File: config.mk
export PLATFORM = sky130hd
export DESIGN_NAME = mse_ctrl
export DESIGN_NICKNAME = d
export VERILOG_FILES = /design/src/rtl/mse_pkg.sv /design/src/rtl/mse_ctrl.sv
export SDC_FILE = /design/constraint.sdc
export NUM_CORES = 1
export LEC_CHECK = 0
export BUFFER_PORTS_ARGS = -buffer_cell sky130_fd_sc_hd__buf_4
export CAP_MARGIN = 20
export CORE_ASPECT_RATIO = 1.5
export CORE_MARGIN = 2
export CORE_UTILIZATION = 30
export CTS_BUF_LIST = sky130_fd_sc_hd__clkbuf_2
export CTS_CLUSTER_SIZE = 16
export DETAILED_ROUTE_END_ITERATION = 6
export GPL_TIMING_DRIVEN = 0
export PLACE_DENSITY = 0.56
export SYNTH_ARGS = -nofsm -noshare
export SYNTH_HDL_FRONTEND = slang
export SYNTH_SLANG_ARGS = --single-unit
File: constraint.sdc
create_clock -name clk_i -period 1.8 [get_ports clk_i]
set_input_delay 0.36 -clock clk_i [delete_from_list [all_inputs] [get_ports clk_i]]
set_output_delay 0.36 -clock clk_i [all_outputs]
set_load 0.01 [all_outputs]
File: src/rtl/mse_pkg.sv
`timescale 1ns / 1ps

package mse_pkg;

  localparam int NUM_STACKS  = 9;
  localparam int STACK_DEPTH = 64;

  // Fixed field widths of the command and result transactions.
  localparam int FieldIdxW = 4;
  localparam int ValW      = 8;
  localparam int NW        = 7;
  localparam int StatW     = 2;
  localparam int CmdW      = 2;

  // Derived internal widths.
  localparam int SW    = (NUM_STACKS > 1) ? $clog2(NUM_STACKS) : 1;
  localparam int PtrW  = $clog2(STACK_DEPTH);
  localparam int CntW  = $clog2(STACK_DEPTH + 1);
  localparam int CmpW  = ((NW > CntW) ? NW : CntW) + 1;
  localparam int AddrW = $clog2(NUM_STACKS * STACK_DEPTH);

  localparam logic [CmdW-1:0] CmdInsert = 2'd0;
  localparam logic [CmdW-1:0] CmdMove   = 2'd1;
  localparam logic [CmdW-1:0] CmdReport = 2'd2;

  localparam logic [StatW-1:0] StatOk     = 2'd0;
  localparam logic [StatW-1:0] StatTooFew = 2'd1;
  localparam logic [StatW-1:0] StatFull   = 2'd2;
  localparam logic [StatW-1:0] StatBadIdx = 2'd3;

  typedef enum logic [2:0] {
    DP_NOP,
    DP_INSERT,
    DP_LOAD_SRC,
    DP_LOAD_TGT,
    DP_COPY,
    DP_COMMIT,
    DP_REPORT
  } dp_op_e;

  typedef struct packed {
    dp_op_e           op;
    logic [SW-1:0]    sel;
    logic [SW-1:0]    src;
    logic [SW-1:0]    tgt;
    logic [NW-1:0]    n;
    logic [ValW-1:0]  val;
    logic             emit;
    logic [StatW-1:0] status;
    logic             last;
  } dp_cmd_t;

  typedef struct packed {
    logic sel_full;
    logic too_few;
    logic overflow;
    logic copy_last;
  } dp_stat_t;

endpackage

File: src/rtl/mse_ctrl.sv
`timescale 1ns / 1ps

module mse_ctrl import mse_pkg::*; (
  input  logic                 clk_i,
  input  logic                 rst_ni,
  input  logic                 start_i,
  output logic                 busy_o,
  input  logic [CmdW-1:0]      command_i,
  input  logic [ValW-1:0]      crate_value_i,
  input  logic [NW-1:0]        move_count_i,
  input  logic [FieldIdxW-1:0] source_stack_i,
  input  logic [FieldIdxW-1:0] target_stack_i,
  output dp_cmd_t              cmd_o,
  input  dp_stat_t             stat_i
);

  localparam int StW = 3;
  localparam logic [StW-1:0] S_IDLE   = 3'd0;
  localparam logic [StW-1:0] S_INS    = 3'd1;
  localparam logic [StW-1:0] S_MV_SRC = 3'd2;
  localparam logic [StW-1:0] S_MV_CHK = 3'd3;
  localparam logic [StW-1:0] S_MV_OVF = 3'd4;
  localparam logic [StW-1:0] S_COPY   = 3'd5;
  localparam logic [StW-1:0] S_COMMIT = 3'd6;
  localparam logic [StW-1:0] S_REP    = 3'd7;

  localparam logic [FieldIdxW:0] NumStacksX = (FieldIdxW+1)'(NUM_STACKS);

  logic [StW-1:0]       state_q, state_d;
  logic [StatW-1:0]     resp_q, resp_d;
  logic                 resp_pend_q, resp_pend_d;
  logic [SW-1:0]        k_q, k_d;
  logic [ValW-1:0]      val_q;
  logic [NW-1:0]        n_q;
  logic [FieldIdxW-1:0] src_q, tgt_q;
  logic                 accept;
  logic                 src_bad, tgt_bad;

  assign busy_o  = (state_q != S_IDLE) || resp_pend_q;
  assign accept  = start_i && !busy_o;
  assign src_bad = {1'b0, source_stack_i} >= NumStacksX;
  assign tgt_bad = {1'b0, target_stack_i} >= NumStacksX;

  always_comb begin
    state_d     = state_q;
    resp_d      = resp_q;
    resp_pend_d = 1'b0;
    k_d         = k_q;
    cmd_o.op     = DP_NOP;
    cmd_o.sel    = '0;
    cmd_o.src    = src_q[SW-1:0];
    cmd_o.tgt    = tgt_q[SW-1:0];
    cmd_o.n      = n_q;
    cmd_o.val    = val_q;
    cmd_o.emit   = 1'b0;
    cmd_o.status = StatOk;
    cmd_o.last   = 1'b1;
    if (resp_pend_q) begin
      // A transaction refused straight at decode answers in the next cycle.
      cmd_o.emit   = 1'b1;
      cmd_o.status = resp_q;
    end
    unique case (state_q)
      S_IDLE: begin
        if (accept) begin
          unique case (command_i)
            CmdInsert: begin
              if (tgt_bad) begin
                resp_d      = StatBadIdx;
                resp_pend_d = 1'b1;
              end else begin
                state_d = S_INS;
              end
            end
            CmdMove: begin
              if (src_bad || tgt_bad) begin
                resp_d      = StatBadIdx;
                resp_pend_d = 1'b1;
              end else begin
                state_d = S_MV_SRC;
              end
            end
            CmdReport: begin
              k_d     = '0;
              state_d = S_REP;
            end
            default: begin
              resp_d      = StatBadIdx;
              resp_pend_d = 1'b1;
            end
          endcase
        end
      end
      S_INS: begin
        cmd_o.sel  = tgt_q[SW-1:0];
        cmd_o.emit = 1'b1;
        if (stat_i.sel_full) begin
          cmd_o.status = StatFull;
        end else begin
          cmd_o.op = DP_INSERT;
        end
        state_d = S_IDLE;
      end
      S_MV_SRC: begin
        cmd_o.op  = DP_LOAD_SRC;
        cmd_o.sel = src_q[SW-1:0];
        state_d   = S_MV_CHK;
      end
      S_MV_CHK: begin
        cmd_o.op  = DP_LOAD_TGT;
        cmd_o.sel = tgt_q[SW-1:0];
        if (stat_i.too_few) begin
          cmd_o.emit   = 1'b1;
          cmd_o.status = StatTooFew;
          state_d      = S_IDLE;
        end else if ((src_q == tgt_q) || (n_q == '0)) begin
          cmd_o.emit = 1'b1;
          state_d    = S_IDLE;
        end else begin
          state_d = S_MV_OVF;
        end
      end
      S_MV_OVF: begin
        if (stat_i.overflow) begin
          cmd_o.emit   = 1'b1;
          cmd_o.status = StatFull;
          state_d      = S_IDLE;
        end else begin
          state_d = S_COPY;
        end
      end
      S_COPY: begin
        cmd_o.op = DP_COPY;
        if (stat_i.copy_last) begin
          state_d = S_COMMIT;
        end
      end
      S_COMMIT: begin
        cmd_o.op   = DP_COMMIT;
        cmd_o.emit = 1'b1;
        state_d    = S_IDLE;
      end
      S_REP: begin
        cmd_o.op   = DP_REPORT;
        cmd_o.sel  = k_q;
        cmd_o.emit = 1'b1;
        cmd_o.last = (k_q == SW'(NUM_STACKS - 1));
        if (cmd_o.last) begin
          state_d = S_IDLE;
        end else begin
          k_d = k_q + 1'b1;
        end
      end
      default: begin
        state_d = S_IDLE;
      end
    endcase
  end

  always_ff @(posedge clk_i or negedge rst_ni) begin
    if (!rst_ni) begin
      state_q     <= S_IDLE;
      resp_pend_q <= 1'b0;
      resp_q      <= StatOk;
      k_q         <= '0;
    end else begin
      state_q     <= state_d;
      resp_pend_q <= resp_pend_d;
      resp_q      <= resp_d;
      k_q         <= k_d;
    end
  end

  always_ff @(posedge clk_i) begin
    if (accept) begin
      val_q <= crate_value_i;
      n_q   <= move_count_i;
      src_q <= source_stack_i;
      tgt_q <= target_stack_i;
    end
  end

  a_accept_busy: assert property (@(posedge clk_i) disable iff (!rst_ni)
    accept |=> busy_o)
    else $error("accepted transaction did not raise busy");

  a_last_ends: assert property (@(posedge clk_i) disable iff (!rst_ni)
    (cmd_o.emit && cmd_o.last) |=> (state_q == S_IDLE))
    else $error("final result emitted but the sequencer kept running");

endmodule

==> run summary, run 1 <==
Multiplexer area fraction after synthesis = 0.892%
Antenna violations before repair = 0
Hold path start = target_stack_i[3]
Place WS = -295 ps
Core Area = 5450 um^2
Cells after DPL = 274
# DRC = 0
Top cell type by total area after synthesis = edfxtp_1
Final Power = 3.82 mW
Status = finished, violations left
Via/cell ratio = 4.66
Final Setup Violations = 35
Worst Hold Class = input pin to flip-flop
Clock sinks = 32
Post-route setup TNS = -3230 ps
FILL cells = 528
Final Max Tran Viols = 0
Critical path startpoint = tgt_q[0]
Sequential-to-total area share from yosys stat = 54.4%
Syn avg cell area = 12.2 um^2
Cts bufs inserted = 5
Slew HR = 84.7%
Cell area after synthesis = 1680 um^2
Complex-gate fraction of the synthesized area = 16.1%
Clock tree buffer depth = 2
Critical path data arrival time = 1700 ps
Worst-path clk slew = 180 ps
Crit-path max FO = 2
Clk Latency, worst-skew pair = 370 ps
Top post-synthesis cells by area = edfxtp_1 (41%), dfrtp_1 (13%), ha_1 (5.2%)
Root Buffer = clkbuf_2
Die height = 95.7 um
Port bufs = 66
CP Class = flip-flop to primary output
Worst Skew = 14.9 ps
TritonCTS clock tree = done
Netlist cell types = 48
Antenna cells = 0
Adder-Cell Fraction of Synth Area = 5.20%
Drt pass-1 iters = 4
Starting Density = 30.9%
Fin crit period = 2060 ps
First-pass GRT wire length = 6880 um
CP endpoint kind = primary output
Post-detailed-route count of antenna-violating nets = 0
XOR/XNOR share of the synthesized area = 2.60%
Placer Congestion = 0.751
Synth Flop Type = edfxtp_1
Max Fclk = 486 MHz
FF/Latch Area = 916 um^2
Area of the multi-input gates = 733 um^2
# IOs = 67
Routed vias = 1,488
Share of layout cells above drive strength 1 = 57.8%
Reg-to-reg slack, setup = -90 ps
Part of the cycle the worst path needs = 114%
Worst Setup Start Kind = flip-flop
Filler-free cell count of the finished design = 319
Grt ovf = 0
GRT Total Usage = 14.6%
Synthesized instance count = 138
Fin nets = 287
Synthesized Nets = 177
RSZ-0062 raised after global routing = yes
Hold path cells = 1
Final hold vios = 0
Commonest non-fill, non-tap cell in the layout = buf_4
Most frequent cells in the layout = buf_4 (86), edfxtp_1 (23), buf_6 (17)
Worst setup margin = -257 ps
Post-synth EDFFs = 23
PD cells = 1390 nW/um^2
Die extent in x = 65.2 um
Die area = 6240 um^2
Synth Area in Simple Gates = 15.5%
Yosys warnings = 0
Reg2reg end = val_q[2]
Reg2reg path depth = 8
Synth top area share = 41.0%
Worst ir drop on vdd = 0.578 mV
Vias in the first global route = 1,480
Row count = 33
H-Tree Depth = 2
Post-DP HPWL = 3100 um
Total Wirelength = 4440 um
Worst setup endpoint = cmd_o[3]
Largest net degree at the start of global routing = 13
Starting DRT DRC Count = 63
Wirelength per Cell = 13.9 um
FFs w/ async S/R, synth = 28.1%
Pleak = 1.21 nW
DP Area = 2270 um^2
Flops & latches, synth = 32
Worst-Margin Slew = 227 ps
Max-cap violations = 0
Failing checks = setup timing
Post-route cell area = 2760 um^2
P&R area growth vs syn = 63.7%
Largest family of logic cells by synthesized area = compound AO/OA/AOI/OAI gates
Critical Path RT = 1440 ps
Worst R2R Start = state_q[2]
## cells by family after synthesis
kind of cell | after synthesis
mux | 1
fa+ha+maj | 7
xor+xnor | 5
flops | 32
buf+inv | 16
compound gates | 36
simple gates | 41
## how the worst min path moves through the flow
stage,endpoint,slack (ps)
finish,tgt_q[3],160
global route,tgt_q[0],110
CTS,n_q[2],120
detailed placement,state_q[0],200
global placement,state_q[2],200
floorplan,k_q[0],60
## final cells by class
class,count,area share [%]
Clock inverter,3,1.54
Multi-Input combinational cell,90,26.6
Timing Repair inverter,3,0.817
Timing Repair Buffer,102,30.6
Buffer,4,1.63
Clock buffer,5,0.908
Inverter,10,1.50
Sequential cell,32,33.2
Tap cell,70,3.18
## where the power goes
| part | switching (mW) | internal [mW] | total (mW) |
|---|---|---|---|
| clock network | 0.257 | 0.232 | 0.490 |
| registers | 0.0875 | 0.994 | 1.08 |
| logic | 1.02 | 1.23 | 2.25 |
## metal layers
layer	vias to the layer above	global-route usage, %	wire length [um]
li1	717	-	-
met2	48	26.6	2390
met1	715	15.6	1640
met4	0	5.90	106
met5	-	0	0
met3	8	4.68	291
## Yosys cell counts, drive strengths merged (2+ instances only)
master and number:
dfrtp 9, buf 6, nand3 5, and2 2, o21a 2, nand2b 2, nand2 12, ha 7
nand4 2, a21oi 6, and2b 2, o31ai 3, a31oi 2, xnor2 4, edfxtp 23, a22o 3
o21ai 8, inv 10, nor3 2, nor2 9, a22oi 5
## worst max-delay path: stages, from the launching register on
cell and delay, ps:
edfxtp_1 470, xnor2_1 150, nand4_1 150, nand3_1 100
a221o_1 340, buf_6 130
## flip-flops by register name, summed over array words and instances (netlist names)
register     cells
state_q          3
tgt_q            4
k_q              4
src_q            4
n_q              7
val_q            8
resp_pend_q      1
resp_q           1
## through the flow
stage	hold WS, ps	util [%]
global placement	197	41.6
floorplan	64.4	-
detailed placement	196	41.6
CTS	123	48.1
finish	157	50.6
global route	113	50.6
## what timing repair did
action                                  in CTS  in global routing
hold endpoints to repair                     9                  0
pin swaps                                   16                  9
gates resized for setup                     27                 16
gates cloned                                 1                  2
hold buffers                                 1                  0
endpoints found under the setup margin      34                 38
setup buffers                               27                 11
No activity file was read; power rests on OpenSTA's default activity.
==> run 2, diff against run 1 <==
REMOVE_ABC_BUFFERS = 1   (was unset)
SETUP_SLACK_MARGIN = 0.15   (was unset)
==> run summary, run 2 (synthesis gave the netlist of run 1 again) <==
Combinational cell fraction of total power = 56.3% (-2.6 points)
CP max stage delay = 460 ps (about the same)
Hold path start = crate_value_i[5]
P&R area growth vs syn = 57.5%
Placer Congestion = 0.750 (-0.25%)
Die area = 6240 um^2 (unchanged)
Hold path cells = 1 (unchanged)
Wirelength per Cell = 14.1 um (+1.5%)
Met1 Use GR = 14.0% (-1.6 points)
Crit-path max FO = 2 (unchanged)
Max reg flops = 8 (unchanged)
Max Fclk = 482 MHz (-0.80%)
Delay-heaviest family, CP = flip-flops
Largest register by flop count = val_q
Largest net degree at the start of global routing = 13 (unchanged)
Final Setup Violations = 10 (-71%)
Internal power = 2.10 mW (-14%)
Worst-path cell chain = xnor2_1 > nand4_1 > nand3_1 > a221o_1 > buf_6
Met2 usage = 27.3% (+0.69 points)
Clk pwr share = 10.2% (-2.6 points)
Final Max Tran Viols = 0 (unchanged)
Largest regs = val_q: 8 flops, n_q: 7 flops
H-Tree Depth = 2 (unchanged)
Hold Path End = val_q[5]
Worst Path Buf+Inv = 1 (unchanged)
# IOs = 67 (unchanged)
Slew HR = 80.2% (-4.5 points)
Clock tree buffer depth = 2 (unchanged)
# DRC = 0 (unchanged)
Worst-path clk slew = 170 ps (about the same)
Starting Density = 30.9% (unchanged)
Total Wirelength = 4350 um (-2.0%)
Worst Skew = 10.9 ps (-4.04 ps)
CP endpoint kind = primary output
Cts bufs inserted = 5 (unchanged)
Slowest cell on crit path = edfxtp_1
Vias in the first global route = 1,535 (+3.7%)
Fin nets = 276 (-3.8%)
Post-route setup TNS = -1500 ps (+1730 ps)
Sw power = 1.30 mW (-4.5%)
PD cells = 1290 nW/um^2 (-7.2%)
Routed vias = 1,462 (-1.7%)
Status = finished, violations left
Reg2reg path depth = 11 (+3)
GRT Total Usage = 14.8% (+0.17 points)
RSZ-0062 raised after global routing = yes
Antenna violations before repair = 0 (unchanged)
FILL cells = 525 (-0.57%)
Port bufs = 66 (unchanged)
Post-detailed-route count of antenna-violating nets = 0 (unchanged)
FF/Latch Area = 920 um^2 (+0.41%)
Post-DP HPWL = 3060 um (-1.2%)
Clock sinks = 32 (unchanged)
Die height = 95.7 um (unchanged)
Reg-to-reg slack, setup = 0 ps (+90 ps)
Hold_ws = 159 ps (+1.70 ps)
Grt ovf = 0 (unchanged)
First-pass GRT wire length = 6890 um (+0.20%)
Commonest non-fill, non-tap cell in the layout = buf_4
Part of the cycle the worst path needs = 115% (+0.93 points)
Fin crit period = 2070 ps (+16.7 ps)
Worst R2R Start = state_q[0]
Most frequent cells in the layout = buf_4 (76), edfxtp_1 (23), buf_6 (18)
Core Area = 5450 um^2 (unchanged)
Failing checks = setup timing
Area of the multi-input gates = 747 um^2 (+1.9%)
Critical path data arrival time = 1710 ps (about the same)
Max-cap violations = 0 (unchanged)
Worst Setup Start Kind = flip-flop
Met3 Resource Use GR = 5.38% (+0.70 points)
Reg2reg end = k_q[0]
Drt pass-1 iters = 4 (unchanged)
Final Util = 48.6% (-1.9 points)
Sw Ratio = 38.3% (+2.5 points)
CP Class = flip-flop to primary output
Antenna cells = 0 (unchanged)
Worst-Margin Slew = 294 ps (+67.0 ps)
Reg power frac = 33.4% (+5.1 points)
Worst ir drop on vdd = 0.498 mV (-14%)
Critical Path RT = 1440 ps (about the same)
Final hold vios = 0 (unchanged)
Share of layout cells above drive strength 1 = 59.2% (+1.4 points)
Root Buffer = clkbuf_2
Die extent in x = 65.2 um (unchanged)
TritonCTS clock tree = done
Busiest grt layer = met2
Worst setup margin = -273 ps (-16.7 ps)
Via/cell ratio = 4.75 (+1.8%)
Clk Latency, worst-skew pair = 360 ps (about the same)
Pleak = 1.14 nW (-5.5%)
Worst Hold Class = input pin to flip-flop
Starting DRT DRC Count = 63 (unchanged)
Row count = 33 (unchanged)
[run 2: how the worst max path moves through the flow]
| stage | slack [ps] | cells past startpoint | start | end |
|---|---|---|---|---|
| 2_1_floorplan | -80 | 4 | state_q[2] | n_q[0] |
| 3_3_place_gp | -410 | 4 | state_q[2] | n_q[1] |
| 3_5_place_dp | -420 | 4 | state_q[2] | n_q[2] |
| 4_1_cts | -290 | 5 | src_q[1] | cmd_o[3] |
| 5_1_grt | -380 | 5 | src_q[3] | cmd_o[3] |
| 6_report | -270 | 5 | src_q[3] | cmd_o[3] |
[run 2: metrics by stage]
| stage | instance area (um^2) | cells | total power, mW | worst slack, ps |
|---|---|---|---|---|
| 2_1_floorplan | 1630 | 132 | 1.93 | -83.3 |
| 3_3_place_gp | 2210 | 268 | 2.52 | -407 |
| 3_5_place_dp | 2210 | 268 | 2.52 | -420 |
| 4_1_cts | 2570 | 303 | 3.32 | -286 |
| 5_1_grt | 2650 | 308 | 3.63 | -378 |
| 6_report | 2650 | 308 | 3.41 | -273 |
[run 2: cell type report]
| type | count | area share, % |
|---|---|---|
| Clock inverter | 2 | 0.425 |
| Tap cell | 70 | 3.31 |
| Inverter | 10 | 1.56 |
| Timing Repair inverter | 2 | 0.567 |
| Sequential cell | 32 | 34.7 |
| Timing Repair Buffer | 96 | 30.1 |
| Multi-Input combinational cell | 90 | 28.2 |
| Clock buffer | 6 | 1.13 |
[run 2: power by group through the flow]
stage / Combinational, mW / Clock, mW / Sequential, mW
floorplan: 0.689 / 0 / 1.25
global placement: 1.28 / 0 / 1.24
detailed placement: 1.28 / 0 / 1.24
CTS: 1.80 / 0.370 / 1.15
global route: 2.07 / 0.398 / 1.16
finish: 1.92 / 0.349 / 1.14
[run 2: routing by layer]
| metal | share of wire, % | vias to the layer above |
|---|---|---|
| li1 | - | 699 |
| met1 | 35 | 693 |
| met2 | 54 | 55 |
| met3 | 7.0 | 15 |
| met4 | 4.0 | 0 |
| met5 | 0 | - |
[run 2: what timing repair did]
| item | 4_1_cts | 5_1_grt |
|---|---|---|
| buffers inserted | 25 | 4 |
| gates resized for setup | 40 | 13 |
| gates cloned | 1 | 1 |
| endpoints found under the setup margin | 36 | 28 |
| endpoints found under the hold margin | 9 | 0 |
| hold buffers | 1 | 0 |
| pin swaps | 19 | 8 |
[run 2: worst reg2reg max path, cell delays in order (launching register included)]
cell     delay, ps
dfrtp_2        510
buf_6          130
buf_6          100
buf_6           90
nand3_4         80
nor2_4         110
buf_6          100
buf_6           80
buf_6           80
buf_6          110
o21ai_4         60
mux2_4         260
